==> config.mk <==
export PLATFORM = sky130hd
export DESIGN_NAME = quoted_argument_tokenizer
export DESIGN_NICKNAME = d
export VERILOG_FILES = /design/src/rtl/qat_pkg.sv /design/src/rtl/qat_front.sv /design/src/rtl/qat_queue.sv /design/src/rtl/qat_back.sv /design/src/rtl/quoted_argument_tokenizer.sv
export VERILOG_INCLUDE_DIRS = /design/src /design/src/rtl
export SDC_FILE = /design/constraint.sdc
export NUM_CORES = 1
export LEC_CHECK = 0
export BUFFER_PORTS_ARGS = -buffer_cell sky130_fd_sc_hd__buf_2
export CAP_MARGIN = 20
export CORE_MARGIN = 2
export CORE_UTILIZATION = 50
export CTS_BUF_LIST = sky130_fd_sc_hd__clkbuf_2 sky130_fd_sc_hd__clkbuf_4 sky130_fd_sc_hd__clkbuf_8
export DETAILED_ROUTE_END_ITERATION = 7
export PLACE_DENSITY_LB_ADDON = 0.12
export SLEW_MARGIN = 20
export SYNTH_ARGS = -nofsm -noshare
export SYNTH_HDL_FRONTEND = slang
export SYNTH_SLANG_ARGS = --single-unit
==> constraint.sdc <==
create_clock -name clk -period 6.3 [get_ports clk]
set_input_delay 1.26 -clock clk [delete_from_list [all_inputs] [get_ports clk]]
set_output_delay 1.26 -clock clk [all_outputs]
set_load 0.03 [all_outputs]
==> src/rtl/quoted_argument_tokenizer_assert.svh <==
// ----------------------------------------------------------------------------
// quoted_argument_tokenizer_assert
// Assertion macros for the quoted argument tokenizer.
// ----------------------------------------------------------------------------
// Each macro expects signals named clk and rst_n in the enclosing scope.
`ifndef QUOTED_ARGUMENT_TOKENIZER_ASSERT_SVH
`define QUOTED_ARGUMENT_TOKENIZER_ASSERT_SVH

// The consequent must hold in the same cycle as the antecedent.
`define QAT_ASSERT_SAME(name, ante, cons) \
  name: assert property (@(posedge clk) disable iff (!rst_n) (ante) |-> (cons)) \
    else $error("qat: same-cycle check failed");

// The consequent must hold in the cycle after the antecedent.
`define QAT_ASSERT_NEXT(name, ante, cons) \
  name: assert property (@(posedge clk) disable iff (!rst_n) (ante) |=> (cons)) \
    else $error("qat: next-cycle check failed");

`endif

==> src/rtl/qat_pkg.sv <==
// ----------------------------------------------------------------------------
// qat_pkg
// Shared types and constants of the quoted argument tokenizer.
// ----------------------------------------------------------------------------
package qat_pkg;

  // Widths fixed by the item fields.
  localparam int unsigned BYTE_W  = 8;
  localparam int unsigned COUNT_W = 9;

  // Largest argument limit; a larger register value acts as this one.
  localparam logic [COUNT_W-1:0] LIMIT_CAP = 9'd256;

  // Default depth of the queue between the parser and the output stage.
  localparam int unsigned QUEUE_DEPTH_DEF = 2;

  // Parser modes.
  typedef enum logic [2:0] {
    MODE_BETWEEN = 3'd0,
    MODE_ARG     = 3'd1,
    MODE_ESC     = 3'd2,
    MODE_OCT1    = 3'd3,
    MODE_OCT2    = 3'd4,
    MODE_HEX0    = 3'd5,
    MODE_HEX1    = 3'd6,
    MODE_WAIT    = 3'd7
  } mode_t;

  // Result kinds.
  typedef enum logic [1:0] {
    KIND_BYTE = 2'd0,
    KIND_END  = 2'd1,
    KIND_DONE = 2'd2,
    KIND_ERR  = 2'd3
  } kind_t;

  // One result item.
  typedef struct packed {
    kind_t              kind;
    logic [BYTE_W-1:0]  value;
    logic [COUNT_W-1:0] arg_count;
    logic               last;
  } result_t;

  // All results caused by one input byte: one, or two when pair is set.
  typedef struct packed {
    logic    pair;
    result_t res0;
    result_t res1;
  } entry_t;

  // Parser status seen by the top level.
  typedef struct packed {
    mode_t              mode;
    logic [COUNT_W-1:0] count;
  } front_status_t;

endpackage

==> src/rtl/qat_front.sv <==
// ----------------------------------------------------------------------------
// qat_front
// Byte parser: accepts one text byte per cycle unless the queue is full,
// updates the parse state and pushes that byte's results as one entry.
// ----------------------------------------------------------------------------
module qat_front
  import qat_pkg::*;
(
  input  logic               clk,
  input  logic               rst_n,
  input  logic               cfg_write_en,
  input  logic [COUNT_W-1:0] cfg_write_data,
  input  logic               in_valid,
  output logic               in_stall,
  input  logic [BYTE_W-1:0]  in_text_byte,
  input  logic               q_full,
  output logic               push,
  output entry_t             push_entry,
  output front_status_t      status
);

  localparam logic [BYTE_W-1:0] CH_SPACE  = 8'h20;
  localparam logic [BYTE_W-1:0] CH_QUOTE  = 8'h22;
  localparam logic [BYTE_W-1:0] CH_BSLASH = 8'h5C;

  // Hex digit decode: bit 4 flags a valid digit, bits 3:0 hold its value.
  function automatic logic [4:0] hex_digit(input logic [BYTE_W-1:0] ch);
    logic [4:0] r;
    r = 5'd0;
    if (ch >= 8'h30 && ch <= 8'h39) begin
      r = {1'b1, 4'(ch - 8'h30)};
    end else if (ch >= 8'h61 && ch <= 8'h66) begin
      r = {1'b1, 4'(ch - 8'h57)};
    end else if (ch >= 8'h41 && ch <= 8'h46) begin
      r = {1'b1, 4'(ch - 8'h37)};
    end
    return r;
  endfunction

  mode_t              mode_r, mode_nxt;
  logic               quoted_r, quoted_nxt;
  logic [BYTE_W-1:0]  esc_r, esc_nxt;
  logic [COUNT_W-1:0] count_r, count_nxt;
  logic [COUNT_W-1:0] max_r;

  logic [BYTE_W-1:0]  c;
  logic               accept;
  logic               is_print, is_space;
  logic [4:0]         hex;
  logic [COUNT_W-1:0] limit;
  logic [COUNT_W-1:0] count_inc;
  logic [BYTE_W-1:0]  esc_done_val;

  logic               arg_step, quoted_eff;
  logic               end_req, done_req, err_req, byte_req, esc_done;
  logic [BYTE_W-1:0]  byte_val;
  logic               emit;
  entry_t             entry;

  assign c         = in_text_byte;
  assign in_stall  = q_full;
  assign accept    = in_valid & ~q_full;
  assign is_print  = (c >= 8'h20) && (c <= 8'h7E);
  assign is_space  = (c == CH_SPACE) || ((c >= 8'h09) && (c <= 8'h0D));
  assign hex       = hex_digit(c);
  assign limit     = (max_r > LIMIT_CAP) ? LIMIT_CAP : max_r;
  assign count_inc = count_r + 9'd1;

  // Value completed by the final octal or hex digit.
  assign esc_done_val = (mode_r == MODE_OCT2) ? {esc_r[4:0], c[2:0]}
                                              : {esc_r[7:4], hex[3:0]};

  // Next parse state and the results of the current byte.
  always_comb begin
    mode_nxt   = mode_r;
    quoted_nxt = quoted_r;
    esc_nxt    = esc_r;
    count_nxt  = count_r;
    arg_step   = 1'b0;
    quoted_eff = quoted_r;
    end_req    = 1'b0;
    done_req   = 1'b0;
    err_req    = 1'b0;
    byte_req   = 1'b0;
    esc_done   = 1'b0;
    byte_val   = c;
    emit       = 1'b0;
    entry      = '0;
    entry.res0.kind = KIND_BYTE;
    entry.res1.kind = KIND_DONE;

    case (mode_r)
      MODE_BETWEEN: begin
        if (c == 8'h00) begin
          emit = 1'b1;
          entry.res0.kind      = KIND_DONE;
          entry.res0.arg_count = count_r;
          mode_nxt   = MODE_BETWEEN;
          quoted_nxt = 1'b0;
          esc_nxt    = '0;
          count_nxt  = '0;
        end else if (!is_space) begin
          mode_nxt   = MODE_ARG;
          quoted_nxt = 1'b0;
          quoted_eff = 1'b0;
          arg_step   = 1'b1;
        end
      end
      MODE_ARG: begin
        arg_step = 1'b1;
      end
      MODE_ESC: begin
        mode_nxt = MODE_ARG;
        case (c)
          8'h22:   begin byte_req = 1'b1; byte_val = 8'h22; end
          8'h5C:   begin byte_req = 1'b1; byte_val = 8'h5C; end
          8'h66:   begin byte_req = 1'b1; byte_val = 8'h0C; end
          8'h6E:   begin byte_req = 1'b1; byte_val = 8'h0A; end
          8'h72:   begin byte_req = 1'b1; byte_val = 8'h0D; end
          8'h74:   begin byte_req = 1'b1; byte_val = 8'h09; end
          8'h61:   begin byte_req = 1'b1; byte_val = 8'h07; end
          8'h62:   begin byte_req = 1'b1; byte_val = 8'h08; end
          8'h76:   begin byte_req = 1'b1; byte_val = 8'h0B; end
          8'h78:   mode_nxt = MODE_HEX0;
          default: begin
            if (c >= 8'h30 && c <= 8'h33) begin
              esc_nxt  = {6'd0, c[1:0]};
              mode_nxt = MODE_OCT1;
            end else begin
              err_req = 1'b1;
            end
          end
        endcase
      end
      MODE_OCT1, MODE_OCT2: begin
        if (c >= 8'h30 && c <= 8'h37) begin
          if (mode_r == MODE_OCT1) begin
            esc_nxt  = {esc_r[4:0], c[2:0]};
            mode_nxt = MODE_OCT2;
          end else begin
            esc_nxt  = esc_done_val;
            esc_done = 1'b1;
          end
        end else begin
          err_req = 1'b1;
        end
      end
      MODE_HEX0, MODE_HEX1: begin
        if (!hex[4]) begin
          err_req = 1'b1;
        end else if (mode_r == MODE_HEX0) begin
          esc_nxt  = {hex[3:0], 4'd0};
          mode_nxt = MODE_HEX1;
        end else begin
          esc_nxt  = esc_done_val;
          esc_done = 1'b1;
        end
      end
      default: begin
        // Waiting after an error: the zero byte starts a fresh text.
        if (c == 8'h00) begin
          mode_nxt   = MODE_BETWEEN;
          quoted_nxt = 1'b0;
          esc_nxt    = '0;
          count_nxt  = '0;
        end
      end
    endcase

    // A byte belonging to an argument.
    if (arg_step) begin
      if (quoted_eff) begin
        if (!is_print) begin
          err_req = 1'b1;
        end else if (c == CH_QUOTE) begin
          quoted_nxt = 1'b0;
        end else if (c == CH_BSLASH) begin
          mode_nxt = MODE_ESC;
        end else begin
          byte_req = 1'b1;
        end
      end else begin
        if (c == 8'h00) begin
          end_req  = 1'b1;
          done_req = 1'b1;
        end else if (!is_print) begin
          err_req = 1'b1;
        end else if (c == CH_SPACE) begin
          end_req = 1'b1;
        end else if (c == CH_QUOTE) begin
          quoted_nxt = 1'b1;
        end else begin
          byte_req = 1'b1;
        end
      end
    end

    // A finished numeric escape: zero ends the argument, else a byte.
    if (esc_done) begin
      if (esc_done_val == 8'h00) begin
        end_req = 1'b1;
      end else begin
        byte_req = 1'b1;
        byte_val = esc_done_val;
        mode_nxt = MODE_ARG;
      end
    end

    // End of an argument, checked against the limit.
    if (end_req) begin
      if (count_r >= limit) begin
        err_req = 1'b1;
      end else begin
        emit = 1'b1;
        entry.res0.kind      = KIND_END;
        entry.res0.arg_count = count_inc;
        count_nxt  = count_inc;
        mode_nxt   = MODE_BETWEEN;
        quoted_nxt = 1'b0;
        if (done_req) begin
          entry.pair           = 1'b1;
          entry.res1.kind      = KIND_DONE;
          entry.res1.arg_count = count_inc;
          esc_nxt   = '0;
          count_nxt = '0;
        end
      end
    end

    // Errors: a zero byte restarts at once, anything else waits for one.
    if (err_req) begin
      emit = 1'b1;
      entry.res0.kind      = KIND_ERR;
      entry.res0.arg_count = count_r;
      if (c == 8'h00) begin
        mode_nxt   = MODE_BETWEEN;
        quoted_nxt = 1'b0;
        esc_nxt    = '0;
        count_nxt  = '0;
      end else begin
        mode_nxt = MODE_WAIT;
      end
    end

    // Decoded data byte.
    if (byte_req) begin
      emit = 1'b1;
      entry.res0.kind      = KIND_BYTE;
      entry.res0.value     = byte_val;
      entry.res0.arg_count = count_r;
    end

    entry.res0.last = ~entry.pair;
    entry.res1.last = 1'b1;
  end

  assign push          = accept & emit;
  assign push_entry    = entry;
  assign status.mode   = mode_r;
  assign status.count  = count_r;

  // Parse state registers.
  always_ff @(posedge clk) begin
    if (!rst_n) begin
      mode_r   <= MODE_BETWEEN;
      quoted_r <= 1'b0;
      esc_r    <= '0;
      count_r  <= '0;
    end else if (accept) begin
      mode_r   <= mode_nxt;
      quoted_r <= quoted_nxt;
      esc_r    <= esc_nxt;
      count_r  <= count_nxt;
    end
  end

  // Argument limit register.
  always_ff @(posedge clk) begin
    if (!rst_n) begin
      max_r <= LIMIT_CAP;
    end else if (cfg_write_en) begin
      max_r <= cfg_write_data;
    end
  end

endmodule

==> src/rtl/qat_queue.sv <==
// ----------------------------------------------------------------------------
// qat_queue
// Short FIFO of result entries between the parser and the output stage.
// ----------------------------------------------------------------------------
module qat_queue
  import qat_pkg::*;
#(
  parameter int unsigned DEPTH = QUEUE_DEPTH_DEF
)
(
  input  logic   clk,
  input  logic   rst_n,
  input  logic   push,
  input  entry_t push_entry,
  input  logic   pop,
  output logic   q_valid,
  output logic   q_full,
  output entry_t q_head
);

  localparam int unsigned PTR_W = (DEPTH > 1) ? $clog2(DEPTH) : 1;
  localparam int unsigned CNT_W = $clog2(DEPTH + 1);
  localparam logic [PTR_W-1:0] PTR_LAST = PTR_W'(DEPTH - 1);
  localparam logic [CNT_W-1:0] CNT_FULL = CNT_W'(DEPTH);

  entry_t           mem_r [DEPTH];
  logic [PTR_W-1:0] wr_ptr_r, rd_ptr_r;
  logic [CNT_W-1:0] count_r;
  logic             do_push, do_pop;

  assign q_valid = (count_r != '0);
  assign q_full  = (count_r == CNT_FULL);
  assign q_head  = mem_r[rd_ptr_r];
  assign do_push = push & ~q_full;
  assign do_pop  = pop & q_valid;

  // Entry storage.
  always_ff @(posedge clk) begin
    if (do_push) begin
      mem_r[wr_ptr_r] <= push_entry;
    end
  end

  // Pointers and fill count.
  always_ff @(posedge clk) begin
    if (!rst_n) begin
      wr_ptr_r <= '0;
      rd_ptr_r <= '0;
      count_r  <= '0;
    end else begin
      if (do_push) begin
        wr_ptr_r <= (wr_ptr_r == PTR_LAST) ? '0 : wr_ptr_r + 1'b1;
      end
      if (do_pop) begin
        rd_ptr_r <= (rd_ptr_r == PTR_LAST) ? '0 : rd_ptr_r + 1'b1;
      end
      if (do_push && !do_pop) begin
        count_r <= count_r + 1'b1;
      end else if (do_pop && !do_push) begin
        count_r <= count_r - 1'b1;
      end
    end
  end

endmodule

==> src/rtl/qat_back.sv <==
// ----------------------------------------------------------------------------
// qat_back
// Output stage: takes entries from the queue and presents their results one
// per cycle on the result channel while out_stall is low.
// ----------------------------------------------------------------------------
module qat_back
  import qat_pkg::*;
(
  input  logic               clk,
  input  logic               rst_n,
  input  logic               q_valid,
  input  entry_t             q_head,
  output logic               pop,
  output logic               out_valid,
  input  logic               out_stall,
  output logic [1:0]         out_kind,
  output logic [BYTE_W-1:0]  out_value,
  output logic [COUNT_W-1:0] out_arg_count,
  output logic               out_last
);

  entry_t  hold_r;
  logic    hold_valid_r;
  logic    idx_r;
  result_t cur;
  logic    advance, entry_done;

  assign cur        = idx_r ? hold_r.res1 : hold_r.res0;
  assign advance    = hold_valid_r & ~out_stall;
  assign entry_done = advance & (idx_r | ~hold_r.pair);
  assign pop        = q_valid & (~hold_valid_r | entry_done);

  assign out_valid     = hold_valid_r;
  assign out_kind      = cur.kind;
  assign out_value     = cur.value;
  assign out_arg_count = cur.arg_count;
  assign out_last      = cur.last;

  // Held entry payload.
  always_ff @(posedge clk) begin
    if (pop) begin
      hold_r <= q_head;
    end
  end

  // Held entry control: valid flag and which of its results is shown.
  always_ff @(posedge clk) begin
    if (!rst_n) begin
      hold_valid_r <= 1'b0;
      idx_r        <= 1'b0;
    end else if (pop) begin
      hold_valid_r <= 1'b1;
      idx_r        <= 1'b0;
    end else if (entry_done) begin
      hold_valid_r <= 1'b0;
      idx_r        <= 1'b0;
    end else if (advance) begin
      idx_r <= 1'b1;
    end
  end

endmodule

==> src/rtl/quoted_argument_tokenizer.sv <==
// ----------------------------------------------------------------------------
// quoted_argument_tokenizer
// Splits a zero-terminated text into quoted, escape-decoded arguments.
// ----------------------------------------------------------------------------
// Usage:
// - The input channel (in_valid, in_stall, in_text_byte) takes one text byte
//   per transfer; a zero byte ends the text.
// - The result channel (out_valid, out_stall, out_kind, out_value,
//   out_arg_count, out_last) gives decoded bytes, end-of-argument markers,
//   a text-done result with the count, or an error; out_last marks the
//   final result of one input byte.
// - cfg_write_en with cfg_write_data sets the argument limit (reset 256).
// - Results: a byte's results pass through the queue and then the output
//   stage's hold register before they are presented.
// - Throughput: one byte per cycle while in_stall is low; a byte with two
//   results (a zero byte that ends an argument) holds the output stage for both.
// - The parser and the output stage are decoupled by a queue of
//   QUEUE_DEPTH entries; in_stall rises only when that queue is full.
// - A stalled receiver holds the current result steady; bytes keep being
//   taken until the queue fills.
// - Reset clears the parse state, empties the queue and sets the limit to 256.
// ----------------------------------------------------------------------------
module quoted_argument_tokenizer
  import qat_pkg::*;
#(
  parameter int unsigned QUEUE_DEPTH = QUEUE_DEPTH_DEF
)
(
  input  logic               clk,
  input  logic               rst_n,
  input  logic               cfg_write_en,
  input  logic [COUNT_W-1:0] cfg_write_data,
  input  logic               in_valid,
  output logic               in_stall,
  input  logic [BYTE_W-1:0]  in_text_byte,
  output logic               out_valid,
  input  logic               out_stall,
  output logic [1:0]         out_kind,
  output logic [BYTE_W-1:0]  out_value,
  output logic [COUNT_W-1:0] out_arg_count,
  output logic               out_last
);

  `include "quoted_argument_tokenizer_assert.svh"

  logic          push, pop, q_valid, q_full;
  entry_t        push_entry, q_head;
  front_status_t status;
  logic          zero_taken, fresh_state;

  // Parser.
  qat_front u_front (
    .clk            (clk),
    .rst_n          (rst_n),
    .cfg_write_en   (cfg_write_en),
    .cfg_write_data (cfg_write_data),
    .in_valid       (in_valid),
    .in_stall       (in_stall),
    .in_text_byte   (in_text_byte),
    .q_full         (q_full),
    .push           (push),
    .push_entry     (push_entry),
    .status         (status)
  );

  // Queue between parser and output stage.
  qat_queue #(
    .DEPTH (QUEUE_DEPTH)
  ) u_queue (
    .clk        (clk),
    .rst_n      (rst_n),
    .push       (push),
    .push_entry (push_entry),
    .pop        (pop),
    .q_valid    (q_valid),
    .q_full     (q_full),
    .q_head     (q_head)
  );

  // Output stage.
  qat_back u_back (
    .clk           (clk),
    .rst_n         (rst_n),
    .q_valid       (q_valid),
    .q_head        (q_head),
    .pop           (pop),
    .out_valid     (out_valid),
    .out_stall     (out_stall),
    .out_kind      (out_kind),
    .out_value     (out_value),
    .out_arg_count (out_arg_count),
    .out_last      (out_last)
  );

  // Terms used by the checks below.
  assign zero_taken  = in_valid & ~in_stall & (in_text_byte == 8'h00);
  assign fresh_state = (status.mode == MODE_BETWEEN) && (status.count == '0);

  // A zero byte always leaves the parser at the start of a fresh text.
  `QAT_ASSERT_NEXT(a_zero_restarts, zero_taken, fresh_state)
  // After a push the queue is not empty the next cycle.
  `QAT_ASSERT_NEXT(a_push_visible, push, q_valid)
  // Only decoded bytes carry a nonzero value.
  `QAT_ASSERT_SAME(a_value_zero, out_valid && (out_kind != KIND_BYTE), out_value == 8'h00)

endmodule
==> flow_summary.ini, run 1 <==
[run_status]
status = finished clean

[global_route]
grt_overflow = 0
grt_pass1_vias = 5083
track_usage = 0.226
grt_antenna_before_repair = 0
grt_max_degree = 32
grt_pass1_wl_mm = 26.1

[setup_path]
crit_path_top_delay_cell = o21bai_1
critPathLaunchType = input pin
critPathArrivalTime_ns = 5.22
worstPathCellList = buf_2 > inv_1 > ha_1 > or3b_4 > o221a_4 > a211oi_4 > a2111oi_2 > o21bai_1 > nand3_1 > o21ai_2 > inv_1 > ha_1 > or3_1 > a21oi_1
cp_max_fo = 12
regToRegEndpoint = u_queue.count_r[1]
crit_path_start = in_text_byte[0]
worstSetupPathType = in -> reg
critPathCaptureType = flip-flop
reg2regPathDepth = 12
rrSetupSlack_ns = 2.29
critPathRequiredTime_ns = 6.64
reg2reg_from = u_front.mode_r[2]
cpPeakStageDelay_ns = 0.55

[cells_and_area]
fin_nets = 761
post-route-cell-area_sq_um = 7810
drive_gt1_frac = 0.189
fin_cells = 917
diodes = 0
syn2layout_area_growth_pct = 10.6

[logic_synthesis]
synth_enable_flop_cells = 90
yosysTopAreaCell = edfxtp_1
netlist_top_cells_area = edfxtp_1, dfxtp_1, mux2_2
synthesis.area_sq_um = 7060
synthFlopType = edfxtp_1
synth_top_area_share = 0.383
synth_fp_nets = 734
synth-seq-cells = 126
synth_cell_type_count = 78
synth_common_cells = edfxtp_1, nand2_1, nor2_1, mux2_2, dfxtp_1
yosysWarnings = 0
synth_most_common_cell = edfxtp_1
syn_avg_cell_area_sq_um = 10.1
async_flop_share = 0
synth-seq-area-share = 0.485
syn_inst = 697

[timing]
fmaxAchievable_mhz = 205
drv_slew = 0
rsz0062_at_grt = false
relSlewSlack = 0.366
tightest_slew_ns = 0.951
clock_skew_ns = 0.0135
fin_crit_sh = 0.775
fin_setup_tns_ns = 0
setup_ws_ns = 1.42
hold_violations = 0
post-route-min-period_ns = 4.88
finalSetupViolations = 0

[routing]
drt-pass1-iter-count = 6
viasPerCell = 5.98
drc = 0
drt_wl_total_mm = 16.4
vias = 5481
antenna_left = 0
post_drt_wl_per_cell_um = 17.9
drt_iter0_markers = 455

[pwr]
p_per_area_nw_per_um2 = 372
vdd_drop_max_mv = 0.162
power_leakage_nw = 2.76
power_mw = 2.90

[floorplan]
die_w_um = 123
die_y_um = 123
rows = 43
start_util = 0.511
ios = 44
die_area_sq_um = 15100
core-area_sq_um = 13800

[clocking]
cts_setup_buffers = 0
cts.path.max_buffers = 2
cts_tree = done
clkLatencyLatePin_ns = 0.43
ctsHtreeMaxLevel = 4
cts_repair_resize_count = 0
cts_root_buffer = clkbuf_8
numCtsBuffers = 17
cts_num_sinks = 126
path_clk_slew_ns = 0.07
holdBufCountCts = 0

[flow_run]
cap_violations = 0

[placed_design]
place.gp.congestion = 0.972
dp_hpwl_mm = 11.9
port_buffers = 43
dp.cells = 884
dp_slack_ns = 1.00
post_dp_cell_area_sq_um = 7370

[min_path]
min_path_cells = 2
worstHoldStart = u_queue.wr_ptr_r
holdPathEnd = u_queue.wr_ptr_r
hp-class = reg -> reg
## sequential cells by signal, indices dropped and copies added (netlist names)
register / flops
u_queue.wr_ptr_r: 1
u_front.quoted_r: 1
u_front.max_r: 9
u_back.hold_r: 30
u_back.out_valid: 1
u_queue.mem_r: 60
u_back.idx_r: 1
u_queue.rd_ptr_r: 1
u_queue.count_r: 2
u_front.esc_r: 8
u_front.count_r: 9
u_front.mode_r: 3
## logic make-up after synthesis
| family | Yosys count | synth area share |
|---|---|---|
| adder cells (fa/ha/maj) | 15 | 0.0266 |
| multiplexers | 53 | 0.0820 |
| flip-flops | 126 | 0.485 |
| AND/OR/NAND/NOR | 241 | 0.169 |
| XOR/XNOR | 5 | 0.00620 |
| buffers and inverters | 73 | 0.0422 |
| AO/OA/AOI/OAI | 184 | 0.189 |
## placed cells by master (no fill, tap or decap), types with 28 or more instances in the layout
master and n:
inv_1 29, buf_2 43, nor2_1 55, dfxtp_1 36
nand3_1 28, a21oi_1 32, edfxtp_1 90, mux2_2 39
o21ai_0 33, nand2_1 72
## area by class of cell
type,count,area (sq um)
sequential,126,3420
multi-input combinational,498,3340
inverter,32,120
tap,180,225
timing repair buffer,49,280
clock inverter,15,183
fill,1227,6020
clock buffer,17,234
## per-layer routing
metal  GRT usage  vias to the layer above  wire length, um
met5           0                        -                0
met3      0.0511                       35             1030
li1            -                     2670                -
met2       0.335                      209             7240
met1       0.319                     2567             7690
met4      0.0955                        0              427
## critical path: cells and delay by family
family	cells	cell delay, ns
AOI/OAI and AO/OA	6	1.81
and+or+nand+nor	3	1.05
adders and majority gates	2	0.67
buffers and inverters	3	0.41
## per-stage QoR
step	utilization	hold WS (ns)
3_5_place_dp	0.533	0.480
6_report	0.565	0.493
3_3_place_gp	0.533	0.470
2_1_floorplan	-	0.451
4_1_cts	0.563	0.496
5_1_grt	0.565	0.501
## power breakdown
part / total [mW] / internal, mW / switching, mW
clock network: 0.727 / 0.396 / 0.331
logic: 0.938 / 0.347 / 0.591
registers: 1.24 / 1.16 / 0.0820
## worst max path at each step
stage	endpoint	slack, ns	depth (start not counted)
6_report	u_queue.count_r[1]	1.42	14
4_1_cts	u_queue.count_r[1]	1.44	14
5_1_grt	u_queue.mem_r[1][26]	1.15	12
3_3_place_gp	u_queue.mem_r[1][19]	1.22	12
3_5_place_dp	u_queue.count_r[1]	1.00	14
2_1_floorplan	u_queue.mem_r[1][0]	1.17	12
(Power assumes the default switching activity.)
==> run 2: changes to the inputs <==
--- a/config.mk
+++ b/config.mk
@@ -6,6 +6,7 @@
 export SDC_FILE = /design/constraint.sdc
 export NUM_CORES = 1
 export LEC_CHECK = 0
+export ABC_AREA = 1
 export BUFFER_PORTS_ARGS = -buffer_cell sky130_fd_sc_hd__buf_2
 export CAP_MARGIN = 20
 export CORE_MARGIN = 2
==> constraint.sdc (replaced) <==
create_clock -name clk -period 4.9 [get_ports clk]
set_input_delay 0.98 -clock clk [delete_from_list [all_inputs] [get_ports clk]]
set_output_delay 0.98 -clock clk [all_outputs]
set_load 0.03 [all_outputs]
==> flow_summary.ini, run 2 <==
[logic_synthesis]
synthFlopType = edfxtp_1
netlist_top_cells_area = edfxtp_1, nand2_1, dfxtp_1
async_flop_share = 0
synth-seq-cells = 126
synth_enable_flop_cells = 90
synth_top_area_share = 0.366
syn_inst = 986
synth_cell_type_count = 41
synthesis.area_sq_um = 7380
synth-seq-area-share = 0.464
synth_most_common_cell = nand2_1
synth_common_cells = nand2_1, nand3_1, edfxtp_1, nor2_1, inv_1
synth_fp_nets = 1023
syn_avg_cell_area_sq_um = 7.49
yosysWarnings = 0
yosysTopAreaCell = edfxtp_1

[pwr]
power_leakage_nw = 3.54
vdd_drop_max_mv = 0.227
p_per_area_nw_per_um2 = 479
power_mw = 3.89

[setup_path]
crit_end = u_queue.count_r[1]
reg2reg_from = u_front.max_r[1]
reg2regPathDepth = 15
critPathCaptureType = flip-flop
rrSetupSlack_ns = 1.56
cp_max_fo = 14
critPathRequiredTime_ns = 5.22
critPathLaunchType = input pin
regToRegEndpoint = u_front.mode_r[2]
critPathArrivalTime_ns = 4.00
worstSetupPathType = in -> reg
crit_path_start = in_text_byte[1]

[cells_and_area]
fin_nets = 1056
fill_cells = 1411
syn2layout_area_growth_pct = 9.95
final_common_cell = nand2_1
drive_gt1_frac = 0.108
largest_reg_flops = 60
reg.largest.list = u_queue.mem_r: 60 flops, u_back.hold_r: 30 flops
final_cell_mix = nand2_1, nand3_1, edfxtp_1
diodes = 0
regMostFlops = u_queue.mem_r

[global_route]
grt_overflow = 0
grt_antenna_before_repair = 0
grt_pass1_wl_mm = 29.1
grt_pass1_vias = 5914
track_usage = 0.229
grt_max_degree = 33

[floorplan]
die_area_sq_um = 15800
rows = 44
die_y_um = 126
ios = 44
start_util = 0.510
core-area_sq_um = 14500
die_w_um = 126

[routing]
viasPerCell = 5.39
vias = 6555
drt_wl_total_mm = 17.7
drt-pass1-iter-count = 5
antenna_left = 0
post_drt_wl_per_cell_um = 14.6
drc = 0
drt_iter0_markers = 570

[flow_run]
cap_violations = 0

[timing]
relSlewSlack = 0.340
rsz0062_at_grt = false
fmaxAchievable_mhz = 272
fin_crit_sh = 0.751
clock_skew_ns = 0.0227
fin_setup_tns_ns = 0
hold_violations = 0
drv_slew = 0
post-route-min-period_ns = 3.68
tightest_slew_ns = 0.989
finalSetupViolations = 0

[run_status]
status = finished clean

[clocking]
numCtsBuffers = 17
holdBufCountCts = 0
cts_setup_buffers = 0
cts.path.max_buffers = 2
cts_root_buffer = clkbuf_8
path_clk_slew_ns = 0.07
cts_num_sinks = 126
ctsHtreeMaxLevel = 4
cts_repair_resize_count = 0
clkLatencyLatePin_ns = 0.45
cts_tree = done

[placed_design]
dp_hpwl_mm = 12.8
port_buffers = 43
place.gp.congestion = 0.961

[min_path]
hp-class = reg -> reg
[run 2: worst min path at each step]
stage / slack [ns] / cells past startpoint / endpoint / from
after floorplan: 0.45 / 2 / u_front.esc_r[0] / u_front.esc_r[0]
after global placement: 0.46 / 2 / u_front.esc_r[0] / u_front.esc_r[0]
after detailed placement: 0.46 / 2 / u_front.esc_r[0] / u_front.esc_r[0]
after CTS: 0.47 / 2 / u_front.esc_r[0] / u_front.esc_r[0]
after global routing: 0.49 / 2 / u_front.esc_r[0] / u_front.esc_r[0]
final: 0.48 / 2 / u_front.esc_r[0] / u_front.esc_r[0]
[run 2: cell families (layout without fill, tap and decap cells)]
logic type | after synthesis | in the layout | synth area share
compound gates | 133 | 133 | 0.103
buf+inv | 138 | 184 | 0.0734
flops | 126 | 126 | 0.464
simple gates | 566 | 566 | 0.325
fa+ha+maj | 15 | 15 | 0.0254
xor+xnor | 8 | 8 | 0.00949
[run 2: area by class of cell]
cell class	instances	area, sq um	share of cell area
inverter	101	379	0.0467
multi-input combinational	722	3420	0.422
tap	184	230	0.0284
clock inverter	14	144	0.0177
sequential	126	3420	0.422
timing repair buffer	51	275	0.0339
clock buffer	18	241	0.0298
[run 2: worst max-delay path, cell delays in order]
cell and delay [ns]:
buf_2 0.13, inv_1 0.17, ha_1 0.30, nand2_1 0.12, o21ai_0 0.18, nand2_1 0.09, nand2_1 0.11, nand3_2 0.26
nand2_2 0.19, inv_2 0.06, nand2_4 0.07, inv_2 0.06, nor2_4 0.10, nand4_1 0.11, o21ai_2 0.24, inv_1 0.09
ha_1 0.30, a21oi_1 0.11, o21ai_0 0.11, o21ai_0 0.15, a21oi_1 0.05
[run 2: metal layers]
| layer | part of all wire | vias up | routed length, um | GRT usage |
|---|---|---|---|---|
| met4 | 0.014 | 0 | 251 | 0.0712 |
| met5 | 0 | - | 0 | 0 |
| met1 | 0.47 | 2949 | 8260 | 0.313 |
| li1 | - | 3369 | - | - |
| met3 | 0.059 | 24 | 1060 | 0.0488 |
| met2 | 0.46 | 213 | 8160 | 0.366 |
[run 2: per-stage QoR]
step | util | hold slack [ns] | area [sq um] | setup slack, ns | instances
after floorplan | - | 0.445 | 7380 | 0.782 | 986
after global placement | 0.534 | 0.455 | 7730 | 0.942 | 1184
after detailed placement | 0.534 | 0.462 | 7730 | 0.832 | 1184
after CTS | 0.560 | 0.472 | 8120 | 1.30 | 1216
after global routing | 0.561 | 0.493 | 8120 | 0.873 | 1216
final | 0.561 | 0.475 | 8120 | 1.22 | 1216
[run 2: power breakdown]
group	switching [mW]	leakage (nW)	internal [mW]	total, mW
combinational	1.00	2.22	0.368	1.37
sequential	0.126	1.13	1.52	1.64
clock	0.423	0.188	0.456	0.879
